**config.mk**
```make
export PLATFORM = sky130hd
export DESIGN_NAME = wheel_velocity_ramp_setpoint
export DESIGN_NICKNAME = d
export VERILOG_FILES = /design/src/wvrs_pkg.sv /design/src/wvrs_core.sv /design/src/wheel_velocity_ramp_setpoint.sv
export SDC_FILE = /design/constraint.sdc
export NUM_CORES = 1
export LEC_CHECK = 0
export BUFFER_PORTS_ARGS = -buffer_cell sky130_fd_sc_hd__buf_4
export CORE_UTILIZATION = 64
export DETAILED_ROUTE_END_ITERATION = 10
export PLACE_DENSITY = 0.85
export SKIP_CTS_REPAIR_TIMING = 1
export SLEW_MARGIN = 20
export SYNTH_ARGS = -nofsm -noshare
export SYNTH_HDL_FRONTEND = slang
export SYNTH_HIERARCHICAL = 1
export SYNTH_SLANG_ARGS = --single-unit
```
**constraint.sdc**
```tcl
create_clock -name clk_i -period 18.15 [get_ports clk_i]
set_clock_uncertainty 0.2 [all_clocks]
set_input_delay 3.63 -clock clk_i [delete_from_list [all_inputs] [get_ports clk_i]]
set_output_delay 3.63 -clock clk_i [all_outputs]
set_load 0.05 [all_outputs]
```
**src/wvrs_pkg.sv**
```systemverilog
`timescale 1ns / 1ps

package wvrs_pkg;

  // Encoder accumulator width; the fine setpoint carries eight fraction bits more.
  localparam int unsigned ENCODER_BITS = 32;
  localparam int unsigned FINE_BITS    = ENCODER_BITS + 8;
  localparam int unsigned COUNT_BITS   = 32;
  localparam int unsigned SPEED_BITS   = 16;
  localparam int unsigned DELTA_BITS   = 8;
  localparam int unsigned CFG_BITS     = 16;
  localparam int unsigned REG_IDX_BITS = 2;

  typedef enum logic [REG_IDX_BITS-1:0] {
    REG_LINEAR_ACCEL   = 2'd0,
    REG_ANGULAR_ACCEL  = 2'd1,
    REG_LINEAR_TARGET  = 2'd2,
    REG_ANGULAR_TARGET = 2'd3
  } reg_idx_e;

  typedef struct packed {
    logic        [SPEED_BITS-1:0] linear_accel;
    logic        [SPEED_BITS-1:0] angular_accel;
    logic signed [SPEED_BITS-1:0] linear_target;
    logic signed [SPEED_BITS-1:0] angular_target;
  } cfg_t;

  typedef struct packed {
    logic signed [SPEED_BITS-1:0] position_error_target;
    logic signed [COUNT_BITS-1:0] encoder_count;
    logic signed [SPEED_BITS-1:0] step_velocity;
  } result_t;

  // Move a speed towards its target by at most accel, never passing the target.
  function automatic logic signed [SPEED_BITS-1:0] ramp(
    input logic signed [SPEED_BITS-1:0] speed,
    input logic signed [SPEED_BITS-1:0] target,
    input logic        [SPEED_BITS-1:0] accel
  );
    logic signed [SPEED_BITS+1:0] speed_w;
    logic signed [SPEED_BITS+1:0] target_w;
    logic signed [SPEED_BITS+1:0] accel_w;
    logic signed [SPEED_BITS+1:0] moved;
    logic signed [SPEED_BITS-1:0] res;
    speed_w  = (SPEED_BITS+2)'(speed);
    target_w = (SPEED_BITS+2)'(target);
    accel_w  = signed'({2'b00, accel});
    res      = speed;
    moved    = speed_w;
    if (speed_w < target_w) begin
      moved = speed_w + accel_w;
      res   = (moved > target_w) ? target : moved[SPEED_BITS-1:0];
    end else if (speed_w > target_w) begin
      moved = speed_w - accel_w;
      res   = (moved < target_w) ? target : moved[SPEED_BITS-1:0];
    end
    return res;
  endfunction

  // Fine setpoint over 256, rounded towards zero.
  function automatic logic signed [ENCODER_BITS-1:0] div256(
    input logic signed [FINE_BITS-1:0] fine
  );
    logic signed [ENCODER_BITS-1:0] q;
    q = fine[FINE_BITS-1:8];
    if (fine[FINE_BITS-1] && (fine[7:0] != 8'd0)) begin
      q = q + ENCODER_BITS'(1);
    end
    return q;
  endfunction

endpackage

```
**src/wvrs_core.sv**
```systemverilog
`timescale 1ns / 1ps

module wvrs_core (
  input  logic                               clk_i,
  input  logic                               rst_ni,
  input  logic                               update_i,
  input  logic signed [wvrs_pkg::DELTA_BITS-1:0] delta_i,
  input  wvrs_pkg::cfg_t                     cfg_i,
  output wvrs_pkg::result_t                  result_o
);
  import wvrs_pkg::*;

  logic signed [ENCODER_BITS-1:0] enc_q, enc_d;
  logic signed [FINE_BITS-1:0]    fine_q, fine_d;
  logic signed [SPEED_BITS-1:0]   lin_q, lin_d;
  logic signed [SPEED_BITS-1:0]   ang_q, ang_d;

  logic signed [SPEED_BITS:0]     speed_sum;
  logic signed [SPEED_BITS-1:0]   step;
  logic signed [SPEED_BITS:0]     step_ext;
  logic signed [SPEED_BITS:0]     step_x2;
  logic        [SPEED_BITS:0]     abs_step;
  logic signed [ENCODER_BITS-1:0] quot_old, quot_new;
  logic signed [SPEED_BITS-1:0]   err;
  logic signed [SPEED_BITS:0]     err_ext;
  logic        [SPEED_BITS:0]     abs_err;
  logic signed [FINE_BITS-1:0]    base;
  logic                           step_wins;
  logic                           same_sign;

  always_comb begin
    enc_d = enc_q + ENCODER_BITS'(delta_i);
    lin_d = ramp(lin_q, cfg_i.linear_target, cfg_i.linear_accel);
    ang_d = ramp(ang_q, cfg_i.angular_target, cfg_i.angular_accel);

    // Saturating sum of the two ramped speeds.
    speed_sum = (SPEED_BITS+1)'(lin_d) + (SPEED_BITS+1)'(ang_d);
    if (speed_sum[SPEED_BITS] != speed_sum[SPEED_BITS-1]) begin
      step = speed_sum[SPEED_BITS] ? signed'({1'b1, {(SPEED_BITS-1){1'b0}}})
                                   : signed'({1'b0, {(SPEED_BITS-1){1'b1}}});
    end else begin
      step = speed_sum[SPEED_BITS-1:0];
    end
    step_ext = (SPEED_BITS+1)'(step);
    step_x2  = {step, 1'b0};
    abs_step = step_ext[SPEED_BITS] ? unsigned'(-step_ext) : unsigned'(step_ext);

    // Following error seen against the old setpoint and the new encoder count.
    quot_old = div256(fine_q);
    err      = quot_old[SPEED_BITS-1:0] - enc_d[SPEED_BITS-1:0];
    err_ext  = (SPEED_BITS+1)'(err);
    abs_err  = err_ext[SPEED_BITS] ? unsigned'(-err_ext) : unsigned'(err_ext);

    step_wins = ({8'd0, abs_step} > {abs_err, 8'd0});
    same_sign = (step != '0) && (err != '0) && (step[SPEED_BITS-1] == err[SPEED_BITS-1]);
    base      = {enc_d, 8'd0};

    priority if (step_wins) begin
      fine_d = fine_q + FINE_BITS'(step);
    end else if (same_sign) begin
      fine_d = base + FINE_BITS'(step_x2);
    end else begin
      fine_d = base;
    end

    quot_new = div256(fine_d);
    result_o.position_error_target = quot_new[SPEED_BITS-1:0] - enc_d[SPEED_BITS-1:0];
    result_o.encoder_count         = COUNT_BITS'(enc_d);
    result_o.step_velocity         = step;
  end

  always_ff @(posedge clk_i or negedge rst_ni) begin
    if (!rst_ni) begin
      enc_q  <= '0;
      fine_q <= '0;
      lin_q  <= '0;
      ang_q  <= '0;
    end else if (update_i) begin
      enc_q  <= enc_d;
      fine_q <= fine_d;
      lin_q  <= lin_d;
      ang_q  <= ang_d;
    end
  end

endmodule

```
**src/wheel_velocity_ramp_setpoint.sv**
```systemverilog
`timescale 1ns / 1ps

// Wheel velocity ramp and position setpoint generator. Each input transaction
// carries the encoder delta of one update tick and produces exactly one output
// transaction: the position error target for the PID, the accumulated encoder
// count and the saturated step velocity used in the setpoint update. The
// block takes one transaction per clock cycle while the output side is not
// stalled. An accepted input transaction is held in the input register and
// passes through the update logic into the output register once that register
// is empty or is being emptied; output valid is registered. The state update
// (ramp, saturating sum, run-away clamp and setpoint add) is combinational
// between those two registers. The four configuration registers (linear and
// angular acceleration, linear and angular target) are written through a plain
// write port and should only be changed while no transaction is in flight.

module wheel_velocity_ramp_setpoint (
  input  logic                                   clk_i,
  input  logic                                   rst_ni,
  // Configuration write port.
  input  logic                                   cfg_we_i,
  input  logic [wvrs_pkg::REG_IDX_BITS-1:0]      cfg_idx_i,
  input  logic [wvrs_pkg::CFG_BITS-1:0]          cfg_wdata_i,
  // Input channel.
  input  logic                                   in_valid_i,
  output logic                                   in_ready_o,
  input  logic signed [wvrs_pkg::DELTA_BITS-1:0] encoder_delta_i,
  // Output channel.
  output logic                                   out_valid_o,
  input  logic                                   out_ready_i,
  output logic signed [wvrs_pkg::SPEED_BITS-1:0] position_error_target_o,
  output logic signed [wvrs_pkg::COUNT_BITS-1:0] encoder_count_o,
  output logic signed [wvrs_pkg::SPEED_BITS-1:0] step_velocity_o
);
  import wvrs_pkg::*;

  cfg_t    cfg_q;
  logic    s1_valid_q;
  logic signed [DELTA_BITS-1:0] delta_q;
  logic    out_valid_q;
  result_t result_q;
  result_t result_d;
  logic    in_fire;
  logic    advance;

  // Configuration registers. All four indices are in use, so every write lands.
  always_ff @(posedge clk_i or negedge rst_ni) begin
    if (!rst_ni) begin
      cfg_q <= '0;
    end else if (cfg_we_i) begin
      unique case (reg_idx_e'(cfg_idx_i))
        REG_LINEAR_ACCEL:   cfg_q.linear_accel   <= cfg_wdata_i;
        REG_ANGULAR_ACCEL:  cfg_q.angular_accel  <= cfg_wdata_i;
        REG_LINEAR_TARGET:  cfg_q.linear_target  <= signed'(cfg_wdata_i);
        REG_ANGULAR_TARGET: cfg_q.angular_target <= signed'(cfg_wdata_i);
      endcase
    end
  end

  // The input register advances into the output register whenever the output
  // register is empty or is being emptied in the same cycle. The controller
  // state is committed at that moment, so transactions update it strictly in
  // order of arrival.
  assign advance    = s1_valid_q && (!out_valid_q || out_ready_i);
  assign in_ready_o = !s1_valid_q || !out_valid_q || out_ready_i;
  assign in_fire    = in_valid_i && in_ready_o;

  wvrs_core u_core (
    .clk_i    (clk_i),
    .rst_ni   (rst_ni),
    .update_i (advance),
    .delta_i  (delta_q),
    .cfg_i    (cfg_q),
    .result_o (result_d)
  );

  always_ff @(posedge clk_i or negedge rst_ni) begin
    if (!rst_ni) begin
      s1_valid_q  <= 1'b0;
      out_valid_q <= 1'b0;
    end else begin
      if (in_fire) begin
        s1_valid_q <= 1'b1;
      end else if (advance) begin
        s1_valid_q <= 1'b0;
      end
      if (advance) begin
        out_valid_q <= 1'b1;
      end else if (out_ready_i) begin
        out_valid_q <= 1'b0;
      end
    end
  end

  // Payload registers carry no reset.
  always_ff @(posedge clk_i) begin
    if (in_fire) begin
      delta_q <= encoder_delta_i;
    end
    if (advance) begin
      result_q <= result_d;
    end
  end

  assign out_valid_o             = out_valid_q;
  assign position_error_target_o = result_q.position_error_target;
  assign encoder_count_o         = result_q.encoder_count;
  assign step_velocity_o         = result_q.step_velocity;

endmodule

```
Word-level counts from Yosys, hierarchy flattened
Index checks and enable logic that the tools add are counted.
- eq/ne operators: 5
- $lt $le $gt $ge: 9
- reductions and logical operators: 22
- mux-type cells: 20
- add/subtract/negate cells: 14
- operators by type and width (operator ; count):
    2-to-1 mux 16 bit ; 12
    2-to-1 mux 40 bit ; 2
    adder 40 x 16 -> 40 bit ; 1
    adder 40 x 17 -> 40 bit ; 1
    adder 16 x 17 -> 18 bit ; 2
    > comparator 18 x 16 -> 1 bit ; 2
    less-than comparator 18 x 16 -> 1 bit ; 2
    subtractor 16 x 17 -> 18 bit ; 2
    2-to-1 mux 17 bit ; 2
    negator 16 -> 17 bit ; 2
    adder 16 x 2 -> 16 bit (second input constant) ; 2
    adder 32 x 8 -> 32 bit ; 1
    > comparator 16 bit ; 2
    less-than comparator 16 bit ; 2
    nonzero test 16 bit ; 2
    subtractor 16 bit ; 2
    > comparator 17 x 25 -> 1 bit ; 1
    adder 16 x 16 -> 17 bit ; 1
    nonzero test 8 bit ; 2
    AND reduction 2 bit ; 4
    logical AND 1 bit ; 6
    == test 2 bit (second input constant) ; 2
    2-to-1 mux 1 bit ; 4
    nonzero test 2 bit ; 2
    6 further kinds ; 9
- word-level logic and storage cells: 84
- register bits after elaboration: 242
- input port bits: 31
- output and inout bits: 66

Depth between registers and ports, before layout
Gate-level depths: netlist (run 1).
- depth after elaboration: 17
- gate-level depth with buffers: 82
- depth with buffers taken out: 77

Cells and area by module
Netlist (run 1), hierarchy kept.
- modules (own cells, without submodules) (module ; cells each ; area an instance (µm²) ; seq. area each (µm²) ; instances):
    wvrs_core ; 2548 ; 19929.1 ; 2602.5 ; 1
    wheel_velocity_ramp_setpoint ; 216 ; 4662.0 ; 3813.7 ; 1

Worst setup path before layout (run 1)
OpenSTA, ideal clock, no wires.
- kind: register to register
- start: register cfg_q[49] (netlist name)
- end: register result_q (netlist bit position_error_target_o[15]) (data pin)
- cell stages (with the launch flop): 68
- clock period less this slack: 14.778 ns
- buffers on the path: 2
- data required time: 17.690 ns
- library setup time: 0.260 ns
- data arrival time: 14.318 ns
- setup slack: 3.372 ns
- path through: dfrtp_1 -> inv_1 -> ha_1 -> nor2b_1 -> o21ai_0 -> a21oi_1 -> o21ai_0 -> a21oi_1 -> o21ai_0 -> a21boi_0 -> o21ai_0 -> a211oi_1 -> nor2_1 -> xnor2_1 -> inv_1 -> ha_1 -> and4_1 -> a2111oi_0 -> [32 not listed] -> xor2_1 -> o32a_4 -> mux2_2 -> ha_1 -> nor2b_1 -> o21ai_0 -> a21boi_0 -> o21ai_0 -> a21boi_0 -> o21ai_0 -> a21boi_0 -> o21ai_0 -> a21oi_1 -> a211o_1 -> a21oi_1 -> xnor2_1 -> xnor2_1 -> xnor2_1
- RTL lines (element ; line ; text):
    start, declared ; wheel_velocity_ramp_setpoint.sv:36 ; cfg_t cfg_q;
    end signal, assigned ; wheel_velocity_ramp_setpoint.sv:100 ; result_q <= result_d;
    end, declared ; wheel_velocity_ramp_setpoint.sv:40 ; result_t result_q;

==> results of run 1 <==
## worst max-delay path, delay by kind of cell, from the launching register on
family / cells / cell delay, ns
AOI/OAI and AO/OA: 40 / 8.38
and+or+nand+nor: 19 / 3.61
adders and majority gates: 7 / 2.61
buffers and inverters: 3 / 0.79
xor gates and xnor gates: 4 / 0.54
DFF: 1 / 0.47
muxes: 1 / 0.13
## path summary, 6_finish.rpt
check                                     start                          end  cells past startpoint
worst min-delay path                 s1_valid_q                  out_valid_o                      1
worst min register to register       s1_valid_q                  out_valid_o                      1
min in group asynchronous                rst_ni                    cfg_q[57]                      1
max in group asynchronous                rst_ni            u_core/fine_q[37]                      3
worst max register to register  u_core/ang_q[1]  position_error_target_o[14]                     74
worst max-delay path            u_core/ang_q[1]  position_error_target_o[14]                     74
## sequential cells by signal, summed over array words and instances (netlist names), 8 cells and up
name                     count
cfg_q                       64
delta_q                      8
encoder_count_o             32
position_error_target_o     16
step_velocity_o             16
u_core/ang_q                16
u_core/enc_q                32
u_core/fine_q               40
u_core/lin_q                16
## routing by layer
metal / GRT usage [%] / vias to the layer above / part of all wire (%)
li1: - / 10300 / -
met1: 48.1 / 10400 / 45
met2: 56.1 / 867 / 45
met3: 6.01 / 158 / 7.4
met4: 9.73 / 0 / 2.7
met5: 0 / - / 0
## stage by stage
step	cells	util (%)	hold slack, ns	worst slack (ns)	area, µm²
2_1_floorplan	2764	-	0.249	3.37	24600
3_3_place_gp	3316	68.3	0.277	1.96	25800
3_5_place_dp	3317	68.4	0.288	1.53	25800
4_1_cts	3369	70.8	0.301	1.42	26700
5_1_grt	3369	70.8	0.326	0.0112	26700
6_report	3371	70.8	0.298	1.15	26700
## cell type report
type	count	area [µm²]	share of cell area (%)
diodes	2	5.00	0.0187
well taps	511	639	2.39
clock inverters	17	171	0.641
flip-flops and latches	242	6420	24.0
repair buffers	119	905	3.38
multi-input cells	2246	17100	64.0
clock buffers	35	737	2.76
inverters	199	747	2.79
## logic make-up after synthesis
group / count (synthesis)
fa+ha+maj: 341
other cells: 1
compound gates: 819
flops: 242
simple gates: 672
mux: 202
buf+inv: 276
xor+xnor: 211
## cell usage after synthesis, types with 34 or more instances
| library cell | count | area share, % |
|---|---|---|
| ha_1 | 331 | 17 |
| a21oi_1 | 232 | 4.7 |
| nor2_1 | 201 | 3.1 |
| inv_1 | 196 | 3.0 |
| dfrtp_1 | 170 | 17 |
| o21ai_0 | 155 | 3.2 |
| nand2_1 | 148 | 2.3 |
| xnor2_1 | 137 | 4.9 |
| mux2_2 | 133 | 6.1 |
| a21o_1 | 98 | 3.0 |
| xor2_1 | 74 | 2.6 |
| edfxtp_1 | 72 | 8.8 |
| mux2i_1 | 67 | 2.7 |
| o211ai_1 | 57 | 1.7 |
| o21a_1 | 55 | 1.7 |
| clkbuf_1 | 54 | 0.82 |
| nor2b_1 | 52 | 1.3 |
| and3_1 | 36 | 0.92 |
| nand4_1 | 36 | 0.92 |
| a31oi_1 | 34 | 0.86 |
| nand3_1 | 34 | 0.69 |
| nor3_1 | 34 | 0.69 |
==> qor.csv, run 1 <==
metric;value;unit
P&R area growth vs syn;8.70;%
Post-Synth Adder-Cell Area;17.7;%
die width;198;µm
global route total overflow;0;
Net Count, Synth;3136;
R2R Setup Slk;1.15;ns
Slew @ Worst Pin;1.13;ns
nets;3208;
FILL cells;2868;
final worst-path cycle share;93.7;%
DRT antenna net count;0;
Vias;21700;
post-DR wirelength/cell;20.4;µm
top_reg_cell synth;dfrtp_1;
Max Slew Vio Count;0;
Initial Util;65.1;%
CP dominant cell by count;o21ai_0;
largest net degree at the start of global routing;78;
Synth Area in XOR/XNOR;7.52;%
clock tree from TritonCTS;built;
Seq/Total Area, Yosys;26.1;%
#FFs+latches synth;242;
Root Buffer;clkbuf_16;
vias per cell;6.42;
layout cells sized above 1;12.0;%
mean post-synth cell area;8.90;µm²
final WL;68900;µm
most frequent cells in the layout;330 x ha_1, 231 x a21oi_1, 201 x nor2_1;
Max Fclk;0.0588;GHz
std cell rows;71;
max-cap viol count;0;
Synth Area in Compound Gates;21.5;%
Worst setup SP type;register;
# DRC;0;
Crit path largest cell delay;0.62;ns
vias in the first global route;20700;
Cells after Synth;2764;
largest family of logic cells by synthesized area;compound AO/OA/AOI/OAI gates;
clock tree buffer depth;3;
most common cell after layout, fill and taps aside;ha_1;
die area;39200;µm²
post-synth cell types;92;
Crit Path Category;reg2reg;
core area;37800;µm²
Simple-Gate Fraction of Synth Area;13.8;%
clk slew on worst S/H paths;0.06;ns
yosys warns;6;
worst hold path class;reg2reg;
HPWL after detailed placement;52800;µm
total clock sinks;242;
I/O Pins;97;
gr usage total;34.9;%
Slowest-stage cell, CP;and2_2;
starting DRC count in detailed routing;1919;
total CTS buffers;28;
Worst slew margin;25.0;%
crit-path max FO;31;
setup TNS;0;ns
multiplexer area fraction after synthesis;8.93;%
initial antenna violation count;2;
gpl congestion;0.983;
Die H;198;µm
status;complete, no violations;
1st-pass router iterations;9;
Crit path required time;18.30;ns
Post-synth EDFFs;72;
Final Hold Viols;0;
ys async rst share;70.2;%
clock latency on the worst-skew pair;0.60;ns
RSZ-0062 raised after global routing;no;
# H-tree levels;1;
Cell Area, Synth;24600;µm²
final setup vio count;0;
first-pass GRT wire length;109000;µm
Tmin final;17.00;ns
Crit path arrival time;17.16;ns
CP endpoint kind;register;
Port Buffers;96;
Power of run 1 is left out: the tool's default activity adds up to more than one toggle a clock period on the data nets, which glitch-free logic cannot reach.
==> run 2, diff against run 1 <==
--- a/config.mk
+++ b/config.mk
@@ -8,8 +8,7 @@
 export BUFFER_PORTS_ARGS = -buffer_cell sky130_fd_sc_hd__buf_4
 export CORE_UTILIZATION = 64
 export DETAILED_ROUTE_END_ITERATION = 10
-export PLACE_DENSITY = 0.85
-export SKIP_CTS_REPAIR_TIMING = 1
+export PLACE_DENSITY = 0.82
 export SLEW_MARGIN = 20
 export SYNTH_ARGS = -nofsm -noshare
 export SYNTH_HDL_FRONTEND = slang
==> run 2 against run 1 <==
Register-to-register slack improved by 0.24 ns. Global-route usage fell by 0.83 points. Setup slack improved by 0.24 ns. Hold slack got worse by 0.0091 ns. First-iteration DRC count fell by 6.9%. Via count fell by 0.38%. Non-clock buffer count fell by 2. Sequential cell count did not move. Sequential share of layout area fell by 0.055 points. Count of clock-buffer cells in the layout fell by 4. Design area rose by 0.23%. Fmax rose by 1.4%. Largest cell class unchanged.
==> qor.csv, run 2 (synthesis results as in run 1) <==
metric;value;unit;change
status;complete, no violations;;
gr usage total;34.1;%;-0.83 points
Die H;198;µm;unchanged
clock latency on the worst-skew pair;0.60;ns;about the same
# DRC;0;;unchanged
RSZ-0062 raised after global routing;no;;
max-cap viol count;0;;unchanged
most frequent cells in the layout;330 x ha_1, 231 x a21oi_1, 201 x nor2_1;;
Slew @ Worst Pin;1.16;ns;+0.0379 ns
final WL;67100;µm;-2.6%
starting DRC count in detailed routing;1787;;-6.9%
Hold-fix buffers, CTS;0;;
I/O Pins;97;;unchanged
Port Buffers;96;;unchanged
biggest regs;cfg_q: 64 flops, u_core/fine_q: 40 flops;;
die width;198;µm;unchanged
clock tree from TritonCTS;built;;
gpl congestion;1.00;;+1.8%
most common cell after layout, fill and taps aside;ha_1;;
Worst setup SP type;register;;
Vias;21600;;-0.38%
design area;26800;µm²;+0.23%
post-DR wirelength/cell;19.9;µm;-2.5%
Hold Path Stages;1;;unchanged
Tmin final;16.77;ns;-0.237 ns
vias in the first global route;20900;;+1.0%
Root Buffer;clkbuf_16;;
Biggest register;cfg_q;;
DRT antenna net count;0;;unchanged
Crit path largest cell delay;0.67;ns;+0.05 ns
layout cells sized above 1;12.2;%;+0.25 points
worst reg2reg path depth;73;;-1.4%
setup TNS;0;ns;unchanged
Slowest-stage cell, CP;nand2_1;;
Worst slew margin;21.6;%;-3.3 points
core area;37800;µm²;unchanged
total CTS buffers;28;;unchanged
Resized Gates After CTS;0;;
Max Slew Vio Count;0;;unchanged
P&R area growth vs syn;8.95;%;
std cell rows;71;;unchanged
HPWL after detailed placement;51500;µm;-2.6%
die area;39200;µm²;unchanged
CP endpoint kind;register;;
worst hold path class;reg2reg;;
global route total overflow;0;;unchanged
Crit Path Category;reg2reg;;
first-pass GRT wire length;107000;µm;-1.3%
Core Util, Final;71.0;%;+0.16 points
clk slew on worst S/H paths;0.06;ns;about the same
setup bufs post-CTS;0;;
clock tree buffer depth;3;;unchanged
total clock sinks;242;;unchanged
initial antenna violation count;1;;-1
# H-tree levels;1;;unchanged
Final Hold Viols;0;;unchanged
nets;3206;;-0.062%
FILL cells;2899;;+1.1%
Crit path arrival time;16.91;ns;-0.25 ns
1st-pass router iterations;5;;-4
CP dominant cell by count;o21ai_0;;
largest net degree at the start of global routing;83;;+6.4%
final worst-path cycle share;92.4;%;-1.3 points
final setup vio count;0;;unchanged
crit-path max FO;43;;+39%
max FFs per register;64;;unchanged
Max Fclk;0.0596;GHz;+1.4%
dpl cell area;25800;µm²;about the same
Initial Util;65.1;%;unchanged
Antenna diodes;0;;-2
Crit path required time;18.30;ns;about the same
vias per cell;6.41;;-0.27%
==> run 2: per-stage QoR <==
stage | hold slack (ns) | std cells | worst slack (ns)
6_report | 0.289 | 3367 | 1.38
5_1_grt | 0.324 | 3367 | 0.183
4_1_cts | 0.289 | 3367 | 1.41
3_5_place_dp | 0.275 | 3315 | 1.58
3_3_place_gp | 0.265 | 3315 | 1.96
2_1_floorplan | 0.249 | 2764 | 3.37
==> run 2: final cells by class <==
| cell class | instances | area [µm²] | area share, % |
|---|---|---|---|
| Clock buffer | 31 | 753 | 2.81 |
| Timing Repair Buffer | 117 | 882 | 3.29 |
| Tap cell | 511 | 639 | 2.39 |
| Sequential cell | 242 | 6420 | 23.9 |
| Clock inverter | 21 | 243 | 0.906 |
| Multi-Input combinational cell | 2246 | 17100 | 63.9 |
| Inverter | 199 | 747 | 2.79 |
==> run 2: critical path, delay by kind of cell (launching register included) <==
kind | cells | cell delay (ns)
AOI/OAI and AO/OA | 35 | 6.71
and+or+nand+nor | 20 | 4.41
xor gates and xnor gates | 5 | 0.71
adders and majority gates | 8 | 2.56
DFF | 1 | 0.40
buffers and inverters | 3 | 0.98
muxes | 2 | 0.49
==> run 2: routing by layer <==
metal | vias up | share of wire, % | GRT usage (%)
li1 | 10300 | - | -
met2 | 828 | 45 | 55.7
met1 | 10300 | 45 | 47.0
met5 | - | 0 | 0
met3 | 132 | 7.2 | 4.19
met4 | 0 | 2.5 | 10.2
==> run 2: final timing paths <==
check                           start                           to  slack (ns)
max in group asynchronous      rst_ni             u_core/enc_q[27]       13.62
min reg2reg                s1_valid_q                  out_valid_o        0.29
min in group asynchronous      rst_ni                    cfg_q[45]        2.81
min                        s1_valid_q                  out_valid_o        0.29
max                         cfg_q[48]  position_error_target_o[15]        1.38
max reg2reg                 cfg_q[48]  position_error_target_o[15]        1.38
Power of run 2 is left out for the same reason.
